`config.mk`:
```
export PLATFORM = sky130hd
export DESIGN_NAME = multi_stop_color_gradient
export DESIGN_NICKNAME = d
export VERILOG_FILES = /design/src/hw/rtl/mscg_pkg.sv /design/src/hw/rtl/mscg_cfg.sv /design/src/hw/rtl/mscg_front.sv /design/src/hw/rtl/mscg_fifo.sv /design/src/hw/rtl/mscg_back.sv /design/src/hw/rtl/multi_stop_color_gradient.sv
export SDC_FILE = /design/constraint.sdc
export NUM_CORES = 2
export LEC_CHECK = 0
export BUFFER_PORTS_ARGS = -buffer_cell sky130_fd_sc_hd__buf_2
export CORE_AREA = 2 2 489 370
export CTS_CLUSTER_DIAMETER = 40
export DETAILED_ROUTE_END_ITERATION = 10
export DIE_AREA = 0 0 491 372
export PLACE_DENSITY = 0.61
export SKIP_CTS_REPAIR_TIMING = 1
export SLEW_MARGIN = 10
export SYNTH_ARGS = -nofsm -noshare
export SYNTH_HDL_FRONTEND = slang
export SYNTH_SLANG_ARGS = --single-unit
```
`constraint.sdc`:
```
create_clock -name clk_i -period 22.4 [get_ports clk_i]
set_input_delay 4.48 -clock clk_i [delete_from_list [all_inputs] [get_ports clk_i]]
set_output_delay 4.48 -clock clk_i [all_outputs]
set_load 0.01 [all_outputs]
```
`src/hw/rtl/mscg_pkg.sv`:
```
// Shared types and constants of the multi-stop colour gradient.
`timescale 1ns / 1ps

package mscg_pkg;

  localparam int unsigned POS_W         = 10;
  localparam int unsigned CHAN_W        = 8;
  localparam int unsigned COLOR_W       = 3 * CHAN_W;
  localparam int unsigned LANES         = 3;
  localparam int unsigned CNT_W         = 3;
  localparam int unsigned IDX_W         = 3;
  localparam int unsigned NUM_STOP_REGS = 7;
  localparam int unsigned STOP_W        = POS_W + COLOR_W;
  // Blend numerator: at most 255 * 1023, which fits 18 bits.
  localparam int unsigned NUM_W         = POS_W + CHAN_W;
  localparam int unsigned QUO_W         = CHAN_W;
  localparam int unsigned FIFO_DEPTH    = 4;

  localparam int unsigned MAX_STOPS_DEF     = 7;
  localparam int unsigned POSITION_SPAN_DEF = 1024;

  localparam int unsigned APB_DW = 64;
  localparam int unsigned APB_AW = 6;

  typedef enum logic [IDX_W-1:0] {
    REG_STOP_COUNT = 3'd0,
    REG_STOP_0     = 3'd1,
    REG_STOP_1     = 3'd2,
    REG_STOP_2     = 3'd3,
    REG_STOP_3     = 3'd4,
    REG_STOP_4     = 3'd5,
    REG_STOP_5     = 3'd6,
    REG_STOP_6     = 3'd7
  } mscg_reg_e;

  typedef struct packed {
    logic [POS_W-1:0]  pos;
    logic [CHAN_W-1:0] red;
    logic [CHAN_W-1:0] green;
    logic [CHAN_W-1:0] blue;
  } mscg_stop_t;

  // One queued job: colour = (lo * (span - offset) + hi * offset) / span.
  typedef struct packed {
    logic [POS_W-1:0]   span;
    logic [POS_W-1:0]   offset;
    logic [COLOR_W-1:0] lo_color;
    logic [COLOR_W-1:0] hi_color;
  } mscg_entry_t;

endpackage

```
`src/hw/rtl/mscg_cfg.sv`:
```
// Register file of the gradient: stop count and colour stops behind an APB-style port.
`timescale 1ns / 1ps

module mscg_cfg (
  input  logic                                      clk_i,
  input  logic                                      rst_ni,
  input  logic                                      psel,
  input  logic                                      penable,
  input  logic                                      pwrite,
  input  logic [mscg_pkg::APB_AW-1:0]               paddr,
  input  logic [mscg_pkg::APB_DW-1:0]               pwdata,
  output logic [mscg_pkg::APB_DW-1:0]               prdata,
  output logic                                      pready,
  output logic [mscg_pkg::CNT_W-1:0]                stop_count_o,
  output mscg_pkg::mscg_stop_t                      stops_o [mscg_pkg::NUM_STOP_REGS]
);
  import mscg_pkg::*;

  logic [CNT_W-1:0]  count_q;
  mscg_stop_t        stop_q [NUM_STOP_REGS];
  logic [IDX_W-1:0]  reg_idx;
  logic [IDX_W-1:0]  stop_idx;
  logic              wr_en;

  assign reg_idx  = paddr[APB_AW-1:APB_AW-IDX_W];
  assign stop_idx = reg_idx - IDX_W'(1);
  assign wr_en    = psel && penable && pwrite && pready;
  assign pready   = 1'b1;

  always_ff @(posedge clk_i or negedge rst_ni) begin
    if (!rst_ni) begin
      count_q <= '0;
      for (int i = 0; i < NUM_STOP_REGS; i++) begin
        stop_q[i] <= '0;
      end
    end else if (wr_en) begin
      if (reg_idx == REG_STOP_COUNT) begin
        count_q <= pwdata[CNT_W-1:0];
      end else begin
        stop_q[stop_idx] <= pwdata[STOP_W-1:0];
      end
    end
  end

  always_comb begin
    if (reg_idx == REG_STOP_COUNT) begin
      prdata = APB_DW'(count_q);
    end else begin
      prdata = APB_DW'(stop_q[stop_idx]);
    end
  end

  assign stop_count_o = count_q;
  assign stops_o      = stop_q;

endmodule

```
`src/hw/rtl/mscg_front.sv`:
```
// Front end: accepts positions, finds the bracketing stops and forms the blend job.
`timescale 1ns / 1ps

module mscg_front #(
  parameter int unsigned MAX_STOPS     = mscg_pkg::MAX_STOPS_DEF,
  parameter int unsigned POSITION_SPAN = mscg_pkg::POSITION_SPAN_DEF
) (
  input  logic                           clk_i,
  input  logic                           rst_ni,
  input  logic                           in_valid_i,
  output logic                           in_ready_o,
  input  logic [mscg_pkg::POS_W-1:0]     position_i,
  input  logic [mscg_pkg::CNT_W-1:0]     stop_count_i,
  input  mscg_pkg::mscg_stop_t           stops_i [mscg_pkg::NUM_STOP_REGS],
  output logic                           ent_valid_o,
  input  logic                           ent_ready_i,
  output mscg_pkg::mscg_entry_t          ent_o
);
  import mscg_pkg::*;

  localparam int unsigned PosTopInt =
      (POSITION_SPAN - 1 > (1 << POS_W) - 1) ? (1 << POS_W) - 1 : POSITION_SPAN - 1;
  localparam logic [POS_W-1:0] PosTop = POS_W'(PosTopInt);

  typedef enum logic [1:0] {
    KIND_BLACK,
    KIND_FIRST,
    KIND_LAST,
    KIND_BLEND
  } kind_e;

  function automatic logic [POS_W-1:0] clamp_pos(input logic [POS_W-1:0] p);
    return (p > PosTop) ? PosTop : p;
  endfunction

  function automatic logic [COLOR_W-1:0] color_of(input mscg_stop_t s);
    return {s.red, s.green, s.blue};
  endfunction

  logic             ent_valid_q;
  mscg_entry_t      ent_q;
  mscg_entry_t      ent_d;
  logic [POS_W-1:0] pos_c;
  logic [CNT_W-1:0] n_c;
  logic [IDX_W-1:0] k_c;
  logic [IDX_W-1:0] last_c;
  logic [IDX_W-1:0] prev_c;
  logic             found_c;
  logic [POS_W-1:0] lo_pos;
  kind_e            kind;

  assign pos_c  = clamp_pos(position_i);
  assign n_c    = (stop_count_i > CNT_W'(MAX_STOPS)) ? CNT_W'(MAX_STOPS) : stop_count_i;
  assign last_c = n_c - CNT_W'(1);
  assign prev_c = k_c - IDX_W'(1);
  assign lo_pos = clamp_pos(stops_i[prev_c].pos);

  // First valid stop whose position is not below the input.
  always_comb begin
    found_c = 1'b0;
    k_c     = '0;
    for (int j = 0; j < MAX_STOPS; j++) begin
      if (!found_c && (CNT_W'(j) < n_c) && (pos_c <= clamp_pos(stops_i[j].pos))) begin
        found_c = 1'b1;
        k_c     = IDX_W'(j);
      end
    end
  end

  always_comb begin
    priority if (n_c == '0) begin
      kind = KIND_BLACK;
    end else if (!found_c) begin
      kind = KIND_LAST;
    end else if (k_c == '0) begin
      kind = KIND_FIRST;
    end else begin
      kind = KIND_BLEND;
    end
  end

  // Flat colours travel as a blend over a span of one with no offset.
  always_comb begin
    ent_d.span     = POS_W'(1);
    ent_d.offset   = '0;
    ent_d.lo_color = '0;
    ent_d.hi_color = '0;
    unique case (kind)
      KIND_BLACK: begin
        ent_d.lo_color = '0;
      end
      KIND_FIRST: begin
        ent_d.lo_color = color_of(stops_i[0]);
      end
      KIND_LAST: begin
        ent_d.lo_color = color_of(stops_i[last_c]);
      end
      KIND_BLEND: begin
        ent_d.span     = clamp_pos(stops_i[k_c].pos) - lo_pos;
        ent_d.offset   = pos_c - lo_pos;
        ent_d.lo_color = color_of(stops_i[prev_c]);
        ent_d.hi_color = color_of(stops_i[k_c]);
      end
      default: begin
        ent_d.lo_color = '0;
      end
    endcase
  end

  assign in_ready_o = !ent_valid_q || ent_ready_i;

  always_ff @(posedge clk_i or negedge rst_ni) begin
    if (!rst_ni) begin
      ent_valid_q <= 1'b0;
    end else if (in_valid_i && in_ready_o) begin
      ent_valid_q <= 1'b1;
    end else if (ent_ready_i) begin
      ent_valid_q <= 1'b0;
    end
  end

  always_ff @(posedge clk_i) begin
    if (in_valid_i && in_ready_o) begin
      ent_q <= ent_d;
    end
  end

  assign ent_valid_o = ent_valid_q;
  assign ent_o       = ent_q;

endmodule

```
`src/hw/rtl/mscg_fifo.sv`:
```
// Short job queue between the front end and the blend pipeline.
`timescale 1ns / 1ps

module mscg_fifo #(
  parameter int unsigned DEPTH = mscg_pkg::FIFO_DEPTH
) (
  input  logic                  clk_i,
  input  logic                  rst_ni,
  input  logic                  push_valid_i,
  output logic                  push_ready_o,
  input  mscg_pkg::mscg_entry_t push_data_i,
  output logic                  pop_valid_o,
  input  logic                  pop_ready_i,
  output mscg_pkg::mscg_entry_t pop_data_o
);
  import mscg_pkg::*;

  localparam int unsigned PtrW = (DEPTH > 1) ? $clog2(DEPTH) : 1;
  localparam int unsigned CntW = $clog2(DEPTH + 1);
  localparam logic [PtrW-1:0] LastPtr = PtrW'(DEPTH - 1);

  mscg_entry_t     mem_q [DEPTH];
  logic [PtrW-1:0] wr_ptr_q;
  logic [PtrW-1:0] rd_ptr_q;
  logic [CntW-1:0] count_q;
  logic            push;
  logic            pop;

  assign push_ready_o = (count_q != CntW'(DEPTH));
  assign pop_valid_o  = (count_q != '0);
  assign push         = push_valid_i && push_ready_o;
  assign pop          = pop_valid_o && pop_ready_i;
  assign pop_data_o   = mem_q[rd_ptr_q];

  always_ff @(posedge clk_i or negedge rst_ni) begin
    if (!rst_ni) begin
      wr_ptr_q <= '0;
      rd_ptr_q <= '0;
      count_q  <= '0;
    end else begin
      if (push) begin
        wr_ptr_q <= (wr_ptr_q == LastPtr) ? '0 : wr_ptr_q + PtrW'(1);
      end
      if (pop) begin
        rd_ptr_q <= (rd_ptr_q == LastPtr) ? '0 : rd_ptr_q + PtrW'(1);
      end
      if (push && !pop) begin
        count_q <= count_q + CntW'(1);
      end else if (pop && !push) begin
        count_q <= count_q - CntW'(1);
      end
    end
  end

  always_ff @(posedge clk_i) begin
    if (push) begin
      mem_q[wr_ptr_q] <= push_data_i;
    end
  end

endmodule

```
`src/hw/rtl/mscg_back.sv`:
```
// Blend pipeline: weighted sum per channel, then one quotient bit per stage.
`timescale 1ns / 1ps

module mscg_back (
  input  logic                          clk_i,
  input  logic                          rst_ni,
  input  logic                          job_valid_i,
  output logic                          job_ready_o,
  input  mscg_pkg::mscg_entry_t         job_i,
  output logic                          out_valid_o,
  input  logic                          out_ready_i,
  output logic [mscg_pkg::CHAN_W-1:0]   red_o,
  output logic [mscg_pkg::CHAN_W-1:0]   green_o,
  output logic [mscg_pkg::CHAN_W-1:0]   blue_o
);
  import mscg_pkg::*;

  logic                   v_q    [QUO_W+1];
  logic [POS_W-1:0]       span_q [QUO_W];
  logic [NUM_W-1:0]       rem_q  [QUO_W][LANES];
  logic [QUO_W-1:0]       quo_q  [QUO_W][LANES];
  logic [NUM_W-1:0]       rem_d  [QUO_W][LANES];
  logic [QUO_W-1:0]       quo_d  [QUO_W][LANES];
  logic [NUM_W-1:0]       num_d  [LANES];
  logic [POS_W-1:0]       rest_c;
  logic                   adv;

  // The whole pipeline moves together whenever the output slot can take a word.
  assign adv         = !v_q[QUO_W] || out_ready_i;
  assign job_ready_o = adv;
  assign rest_c      = job_i.span - job_i.offset;

  always_comb begin
    for (int c = 0; c < LANES; c++) begin
      num_d[c] = NUM_W'(job_i.lo_color[(LANES-1-c)*CHAN_W +: CHAN_W]) * NUM_W'(rest_c)
               + NUM_W'(job_i.hi_color[(LANES-1-c)*CHAN_W +: CHAN_W]) * NUM_W'(job_i.offset);
    end
  end

  // Restoring division: step i decides quotient bit QUO_W-1-i.
  always_comb begin
    for (int i = 0; i < QUO_W; i++) begin
      for (int c = 0; c < LANES; c++) begin
        logic [NUM_W-1:0] dsh;
        logic [QUO_W-1:0] qin;
        logic             ge;
        dsh = NUM_W'(span_q[i]) << (QUO_W - 1 - i);
        qin = (i == 0) ? '0 : quo_q[(i == 0) ? 0 : i - 1][c];
        ge  = (rem_q[i][c] >= dsh);
        rem_d[i][c] = ge ? rem_q[i][c] - dsh : rem_q[i][c];
        quo_d[i][c] = qin | (QUO_W'(ge) << (QUO_W - 1 - i));
      end
    end
  end

  always_ff @(posedge clk_i or negedge rst_ni) begin
    if (!rst_ni) begin
      for (int i = 0; i <= QUO_W; i++) begin
        v_q[i] <= 1'b0;
      end
    end else if (adv) begin
      v_q[0] <= job_valid_i;
      for (int i = 1; i <= QUO_W; i++) begin
        v_q[i] <= v_q[i-1];
      end
    end
  end

  always_ff @(posedge clk_i) begin
    if (adv) begin
      span_q[0] <= job_i.span;
      for (int c = 0; c < LANES; c++) begin
        rem_q[0][c] <= num_d[c];
      end
      for (int i = 1; i < QUO_W; i++) begin
        span_q[i] <= span_q[i-1];
        for (int c = 0; c < LANES; c++) begin
          rem_q[i][c] <= rem_d[i-1][c];
        end
      end
      for (int i = 0; i < QUO_W; i++) begin
        for (int c = 0; c < LANES; c++) begin
          quo_q[i][c] <= quo_d[i][c];
        end
      end
    end
  end

  assign out_valid_o = v_q[QUO_W];
  assign red_o       = quo_q[QUO_W-1][0];
  assign green_o     = quo_q[QUO_W-1][1];
  assign blue_o      = quo_q[QUO_W-1][2];

endmodule

```
`src/hw/rtl/multi_stop_color_gradient.sv`:
```
// Top level of the multi-stop colour gradient lookup.
`timescale 1ns / 1ps
//
// Maps a position on the input channel to an RGB colour on the output channel.
// Both channels use valid and ready; a word moves when both are high.
// Software programs the stop count and up to seven colour stops through the
// APB-style port, in ascending position order, while no word is in flight.
// With no stops the colour is black; below or at the first stop it is the
// first stop's colour; beyond the last valid stop it is that stop's colour;
// in between each channel is interpolated exactly and rounded down.
// A word accepted at the input is registered in the front end, then in the queue;
// the blend pipeline then registers the weighted sum and decides the eight
// quotient bits one per stage, the first of which is decided from the
// registered weighted sum.
// Throughput is one word per cycle while the receiver does not stall; the eight-step divider is pipelined.
// When the receiver stalls, the blend pipeline holds, the four-entry queue
// fills and the front end then stops accepting; nothing is lost.
// Reset clears the stop count, the stops and the valid flags, so the block starts out giving black.

module multi_stop_color_gradient #(
  parameter int unsigned MAX_STOPS     = mscg_pkg::MAX_STOPS_DEF,
  parameter int unsigned POSITION_SPAN = mscg_pkg::POSITION_SPAN_DEF
) (
  input  logic                          clk_i,
  input  logic                          rst_ni,
  input  logic                          psel,
  input  logic                          penable,
  input  logic                          pwrite,
  input  logic [mscg_pkg::APB_AW-1:0]   paddr,
  input  logic [mscg_pkg::APB_DW-1:0]   pwdata,
  output logic [mscg_pkg::APB_DW-1:0]   prdata,
  output logic                          pready,
  input  logic                          in_valid_i,
  output logic                          in_ready_o,
  input  logic [mscg_pkg::POS_W-1:0]    position_i,
  output logic                          out_valid_o,
  input  logic                          out_ready_i,
  output logic [mscg_pkg::CHAN_W-1:0]   red_o,
  output logic [mscg_pkg::CHAN_W-1:0]   green_o,
  output logic [mscg_pkg::CHAN_W-1:0]   blue_o
);
  import mscg_pkg::*;

  logic [CNT_W-1:0] stop_count;
  mscg_stop_t       stops [NUM_STOP_REGS];
  logic             fe_valid;
  logic             fe_ready;
  mscg_entry_t      fe_entry;
  logic             job_valid;
  logic             job_ready;
  mscg_entry_t      job;

  mscg_cfg u_cfg (
    .clk_i        (clk_i),
    .rst_ni       (rst_ni),
    .psel         (psel),
    .penable      (penable),
    .pwrite       (pwrite),
    .paddr        (paddr),
    .pwdata       (pwdata),
    .prdata       (prdata),
    .pready       (pready),
    .stop_count_o (stop_count),
    .stops_o      (stops)
  );

  // The front end finds the bracketing stops and reduces every case to a blend job.
  mscg_front #(
    .MAX_STOPS     (MAX_STOPS),
    .POSITION_SPAN (POSITION_SPAN)
  ) u_front (
    .clk_i        (clk_i),
    .rst_ni       (rst_ni),
    .in_valid_i   (in_valid_i),
    .in_ready_o   (in_ready_o),
    .position_i   (position_i),
    .stop_count_i (stop_count),
    .stops_i      (stops),
    .ent_valid_o  (fe_valid),
    .ent_ready_i  (fe_ready),
    .ent_o        (fe_entry)
  );

  // The queue lets the front end keep taking words while the back end is held.
  mscg_fifo #(
    .DEPTH (FIFO_DEPTH)
  ) u_fifo (
    .clk_i        (clk_i),
    .rst_ni       (rst_ni),
    .push_valid_i (fe_valid),
    .push_ready_o (fe_ready),
    .push_data_i  (fe_entry),
    .pop_valid_o  (job_valid),
    .pop_ready_i  (job_ready),
    .pop_data_o   (job)
  );

  // The back end forms the weighted sums and divides them by the stop spacing.
  mscg_back u_back (
    .clk_i       (clk_i),
    .rst_ni      (rst_ni),
    .job_valid_i (job_valid),
    .job_ready_o (job_ready),
    .job_i       (job),
    .out_valid_o (out_valid_o),
    .out_ready_i (out_ready_i),
    .red_o       (red_o),
    .green_o     (green_o),
    .blue_o      (blue_o)
  );

endmodule

```
### Yosys cells after proc, flatten, opt, wreduce, memory -nomap -nowiden

Memory sizes are Yosys's and may differ from the RTL's.
Index checks and enable logic that the tools add are counted.

* $add $sub $neg: 34
* multiply operators: 6
* divide/modulo/power cells: 0
* magnitude comparators: 54
* eq/ne operators: 6
* shifts and indexed selects: 0
* multiplexer cells: 75
* bitwise operators: 26
* reductions and logical operators: 42

Operator list (count)
* 34-bit binary-select mux with 3-bit select: 4
* 18-bit 2-to-1 mux: 21
* 34-bit 2-to-1 mux: 8
* 238-bit bitwise mux: 1
* 8-bit by 10-bit multiplier with 18-bit output: 6
* 34-bit demux with 3-bit select: 1
* 10-bit > comparator, second input constant: 10
* 10-bit 2-to-1 mux: 10
* 24-bit case mux with 4 select lines: 1
* 10-bit <= comparator: 7
* 18-bit adder: 3
* 18-bit by 10-bit >= comparator with 1-bit output: 3
* 18-bit by 11-bit >= comparator with 1-bit output: 3
* 18-bit by 12-bit >= comparator with 1-bit output: 3
* 18-bit by 13-bit >= comparator with 1-bit output: 3
* 18-bit by 14-bit >= comparator with 1-bit output: 3
* 18-bit by 15-bit >= comparator with 1-bit output: 3
* 18-bit by 16-bit >= comparator with 1-bit output: 3
* 18-bit by 17-bit >= comparator with 1-bit output: 3
* 18-bit by 11-bit subtractor with 18-bit output: 3
* 18-bit by 12-bit subtractor with 18-bit output: 3
* 18-bit by 13-bit subtractor with 18-bit output: 3
* 18-bit by 14-bit subtractor with 18-bit output: 3
* 18-bit by 15-bit subtractor with 18-bit output: 3
* other kinds (36): 132

* flip-flop bits (word level): 326
* latch bits: 0
* RAM bits: 976
* bits in read-only memories: 0
* input port bits: 87
* word-level logic and storage cells: 293
* memories kept: 4

Memory list
* u_back.rem_q: words 8, width 54, rd ports 8, clocked after Yosys merged registers in 0, write ports 8, line mscg_back.sv:20 `logic [NUM_W-1:0] rem_q [QUO_W][LANES];`
* u_fifo.mem_q: words 4, width 68, rd ports 1, clocked after Yosys merged registers in 0, write ports 1, line mscg_fifo.sv:22 `mscg_entry_t mem_q [DEPTH];`
* u_back.quo_q: words 8, width 24, rd ports 8, clocked after Yosys merged registers in 0, write ports 8, line mscg_back.sv:21 `logic [QUO_W-1:0] quo_q [QUO_W][LANES];`
* u_back.span_q: words 8, width 10, rd ports 8, clocked after Yosys merged registers in 0, write ports 8, line mscg_back.sv:19 `logic [POS_W-1:0] span_q [QUO_W];`

### Longest topological paths before layout

* word-level depth: 37
* depth in mapped cells: 39
* gate-level depth less buffers: 35

### Hierarchy

From an unflattened synthesis, not the netlist that was laid out.

* cell total of the unflattened synthesis: 7363
* area total of the unflattened synthesis: 82420.3 µm²

By module, submodules not included
* mscg_back: times used 1, cells an instance 4662, area an instance 49756.5 µm²
* mscg_cfg: times used 1, cells an instance 917, area an instance 11613.6 µm²
* mscg_front: times used 1, cells an instance 1391, area an instance 10722.8 µm²
* mscg_fifo: times used 1, cells an instance 393, area an instance 10327.4 µm²

### Worst setup path after synthesis

OpenSTA, ideal clock, no wires.

* kind: input-to-reg
* start point: in out_ready_i
* end point: reg u_back.v_q[1] (netlist bit)
* arrival time: 23.810 ns
* required time: 22.240 ns
* slack: -1.570 ns
* stages: 3
* path buffers: 1
* cell sequence: nand2b_1 -> clkbuf_1 -> mux2_2

* cells in the longest elaborated chain, start to end: 1

Ends and longest elaborated chain
* start, declared: line multi_stop_color_gradient.sv:37 `input logic out_ready_i,`
* 1-bit logical OR: line mscg_back.sv:29 `assign adv = !v_q[QUO_W] || out_ready_i;`
* end signal, assigned by index: line mscg_back.sv:64 `v_q[i] <= v_q[i-1];`
* end, declared: line mscg_back.sv:18 `logic v_q [QUO_W+1];`

Every way passes these cells.
A chain may end at the register's enable or synchronous reset.

### Final worst setup path

* start point: in paddr[3] (netlist bit)
* end point: out prdata[24] (netlist bit)

* cells in the longest elaborated chain, start to end: 6
* elaborated cells on any way between the ends: 7
* classes of those cells: add/sub (1); mux (4); bitwise (1); reduce/logical (1)

Ends and longest elaborated chain
* start, declared: line multi_stop_color_gradient.sv:29 `input logic [mscg_pkg::APB_AW-1:0] paddr,`
* 3-bit by 1-bit subtractor with 3-bit output: line mscg_cfg.sv:26 `assign stop_idx = reg_idx - IDX_W'(1);`
* 3-bit inverter with 4-bit output (not written as such): line mscg_cfg.sv:49 `prdata = APB_DW'(stop_q[stop_idx]);`
* 34-bit binary-select mux with 3-bit select: line mscg_cfg.sv:49
* 34-bit 2-to-1 mux (not written as such) (2 in series): line mscg_cfg.sv:49
* 34-bit 2-to-1 mux (*): line mscg_cfg.sv:46 `if (reg_idx == REG_STOP_COUNT) begin`
* end, declared: line multi_stop_color_gradient.sv:31 `output logic [mscg_pkg::APB_DW-1:0] prdata,`

Mark *: on every way between the ends. The rest lies on a longest branch, timed or not. The select of a mux whose other input is x is not followed.

==> impl_metrics.csv <==
group,metric,value,unit
timing,clock.fmax,80.1,MHz
synth,synthArstFlopShare,0.212,
synth,synth_cell_types,88,
worst_setup_path,cp_max_fo,38,
synth,yosysTopAreaCell,"edfxtp_1",
global_routing,grt_pass1_wl,328000,um
synth,syn_area,0.0797,sq mm
floorplan,dieWidth,491,um
timing,fin_crit,12.48,ns
timing,drv_slew,0,
worst_setup_path,regToRegStartpoint,"u_fifo.rd_ptr_q[0]",
synth,ys_top_cells_by_count,"edfxtp_1 (960), nand2_1 (921), inv_1 (765)",
floorplan,core,0.179,sq mm
timing,grt_setup_unrepaired,"no",
worst_setup_path,worstPathBufferInverterCount,5,
floorplan,ios,178,
floorplan,initial_core_util,0.446,
drt,wire_per_inst,21.5,um
synth,ys_warn_count,0,
synth,synth.yosys.seq_area_share,0.443,
clocking,clk_latency,0.82,ns
clocking,cts-root-buf,"clkbuf_16",
timing,fin_tns_setup,0,ns
global_routing,grt_start_max_net_pins,183,
drt,antenna_left,0,
finish,final_nets,8407,
worst_setup_path,crit_path_max_incr_delay,0.63,ns
global_routing,grt.overflow.total,0,
worst_setup_path,cp.required,17.92,ns
synth,synth-seq-cells,1218,
clocking,cts_made_buffers,162,
global_routing,first_global_vias,55062,
clocking,cts_buffer_depth,3,
synth,syn_inst,7303,
floorplan,fp.dieH,372,um
placement,gp_congestion,0.929,
synth,avgSynthCellArea,10.9,sq um
finish,drive_above_1_share,0.127,
finish,syn2layout_area_growth,11.4,%
worst_setup_path,cp_slowest_cell,"buf_2",
drt,initialDrtViolationCount,5656,
clocking,clock_sinks,1218,
hold_path,hp-start,"u_back.quo_q[1][54]",
worst_setup_path,endpoint_kind,"primary output",
floorplan,rows,135,
timing,layout_setup_ws,9.92,ns
global_routing,track_usage,0.233,
drt,wl,213000,um
worst_setup_path,critPathLaunchType,"input pin",
timing,setup_violations,0,
worst_setup_path,crit_chain,"buf_2 -> inv_2 -> ha_1 -> xor2_4 -> buf_4 -> buf_4 -> mux4_2 -> a21oi_1 -> nor2_1 -> buf_2",
global_routing,antenna_found_initial,9,
synth,synthTopCellsByArea,"edfxtp_1 (36%), fa_1 (10%), ha_1 (8.5%)",
timing,skew,0.0860,ns
synth,synth_flop_cell,"edfxtp_1",
timing,max_slew_margin,0.213,
placement,port_buffers,113,
run_status,outcome,"completed",
clocking,clk_pin_slew,0.06,ns
drt,via_per_inst,5.64,
timing,worst_pin_slew,1.17,ns
synth,yosysMostFrequentCell,"edfxtp_1",
placement,dp_slack,10.01,ns
placement,dp_hpwl,152000,um
worst_setup_path,crit_type,"input pin to primary output",
floorplan,fp.dieArea,0.183,sq mm
drt,drc_errors,0,
synth,synth_top_area_frac,0.362,
timing,period_share,0.557,
drt,first_pass_iters,6,
clocking,htree_levels,4,
drt,vias,55884,
synth,synth-edff-count,960,
timing,finalHoldViolCount,0,
worst_setup_path,crit_start,"paddr[3]",
worst_setup_path,crit_arrival,8.00,ns
hold_path,hold_path_class,"register to register",
worst_setup_path,cp_top_family,"buffers and inverters",
job,cap_violations,0,
clocking,cts_tree,"built",
through the flow:
step,cell area (sq um),hold WS (ns),utilization,instances
floorplan,79800,0.400,-,7332
global placement,83000,0.401,0.465,9617
detailed placement,83000,0.405,0.465,9617
CTS,88800,0.416,0.497,9915
global route,88800,0.421,0.497,9916
finish,88800,0.416,0.497,9916
sequential cells by signal (all words and copies together), names as in the netlist:
register	cells
u_back.out_valid_o	1
u_back.quo_q	108
u_back.rem_q	432
u_back.span_q	80
u_back.v_q	8
u_cfg.stop_count_o	3
u_cfg.stops_o	238
u_fifo.count_q	3
u_fifo.mem_q	272
u_fifo.rd_ptr_q	2
u_fifo.wr_ptr_q	2
u_front.ent_o	68
u_front.ent_valid_o	1
per-layer routing:
| metal | routed length (um) | part of all wire | global-route usage |
|---|---|---|---|
| met5 | 16 | 0.000075 | 0 |
| met1 | 101000 | 0.47 | 0.354 |
| met2 | 88600 | 0.42 | 0.338 |
| met3 | 19800 | 0.093 | 0.0534 |
| met4 | 3750 | 0.018 | 0.0506 |
cell usage in the layout (no fill, tap or decap), types with 155 or more instances in the layout:
cell and n:
edfxtp_1 960, nand2_1 919, inv_1 764, ha_1 538, nor2_1 461, a21oi_1 401
fa_1 396, o21ai_0 326, mux2_2 275, dfrtp_1 254, clkbuf_16 162, xnor2_1 155
final timing paths:
kind	end	slack [ns]	depth (start not counted)
min reg2reg	u_back.quo_q[1][78]	0.42	0
max in group asynchronous	u_fifo.rd_ptr_q[0]	16.48	3
max reg2reg	u_back.rem_q[0][16]	12.48	34
max	prdata[24]	9.92	10
min	u_back.quo_q[1][78]	0.42	0
min in group asynchronous	u_cfg.stops_o[155]	3.64	1
logic make-up (layout without fill, tap and decap cells):
family | count (synthesis) | after routing | synth area share
simple gates | 2092 | 2092 | 0.119
compound gates | 1243 | 1243 | 0.0949
flops | 1218 | 1218 | 0.443
buf+inv | 1098 | 1284 | 0.0534
fa+ha+maj | 940 | 940 | 0.185
mux | 436 | 436 | 0.0743
xor+xnor | 274 | 274 | 0.0301
other cells | 2 | 32 | 0.0000943
worst reg2reg max path, delay by kind of cell (launching register included):
kind	cells	cell delay [ns]
fa+ha+maj	9	4.15
compound gates	14	2.79
xor+xnor	2	0.24
flops	1	0.64
mux	1	0.32
buf+inv	7	1.34
simple gates	1	0.17
area by class of cell:
| type | count | area, sq um |
|---|---|---|
| Clock inverter | 115 | 1560 |
| Clock buffer | 183 | 4160 |
| Tap cell | 2397 | 3000 |
| Timing Repair Buffer | 218 | 1390 |
| Multi-Input combinational cell | 5016 | 40500 |
| Sequential cell | 1218 | 35300 |
| Fill cell | 15789 | 89900 |
| Antenna cell | 1 | 2.50 |
| Inverter | 768 | 2890 |
Power is not shown: default switching activity piles up to over one toggle a cycle in this logic, so the estimate is an artifact.
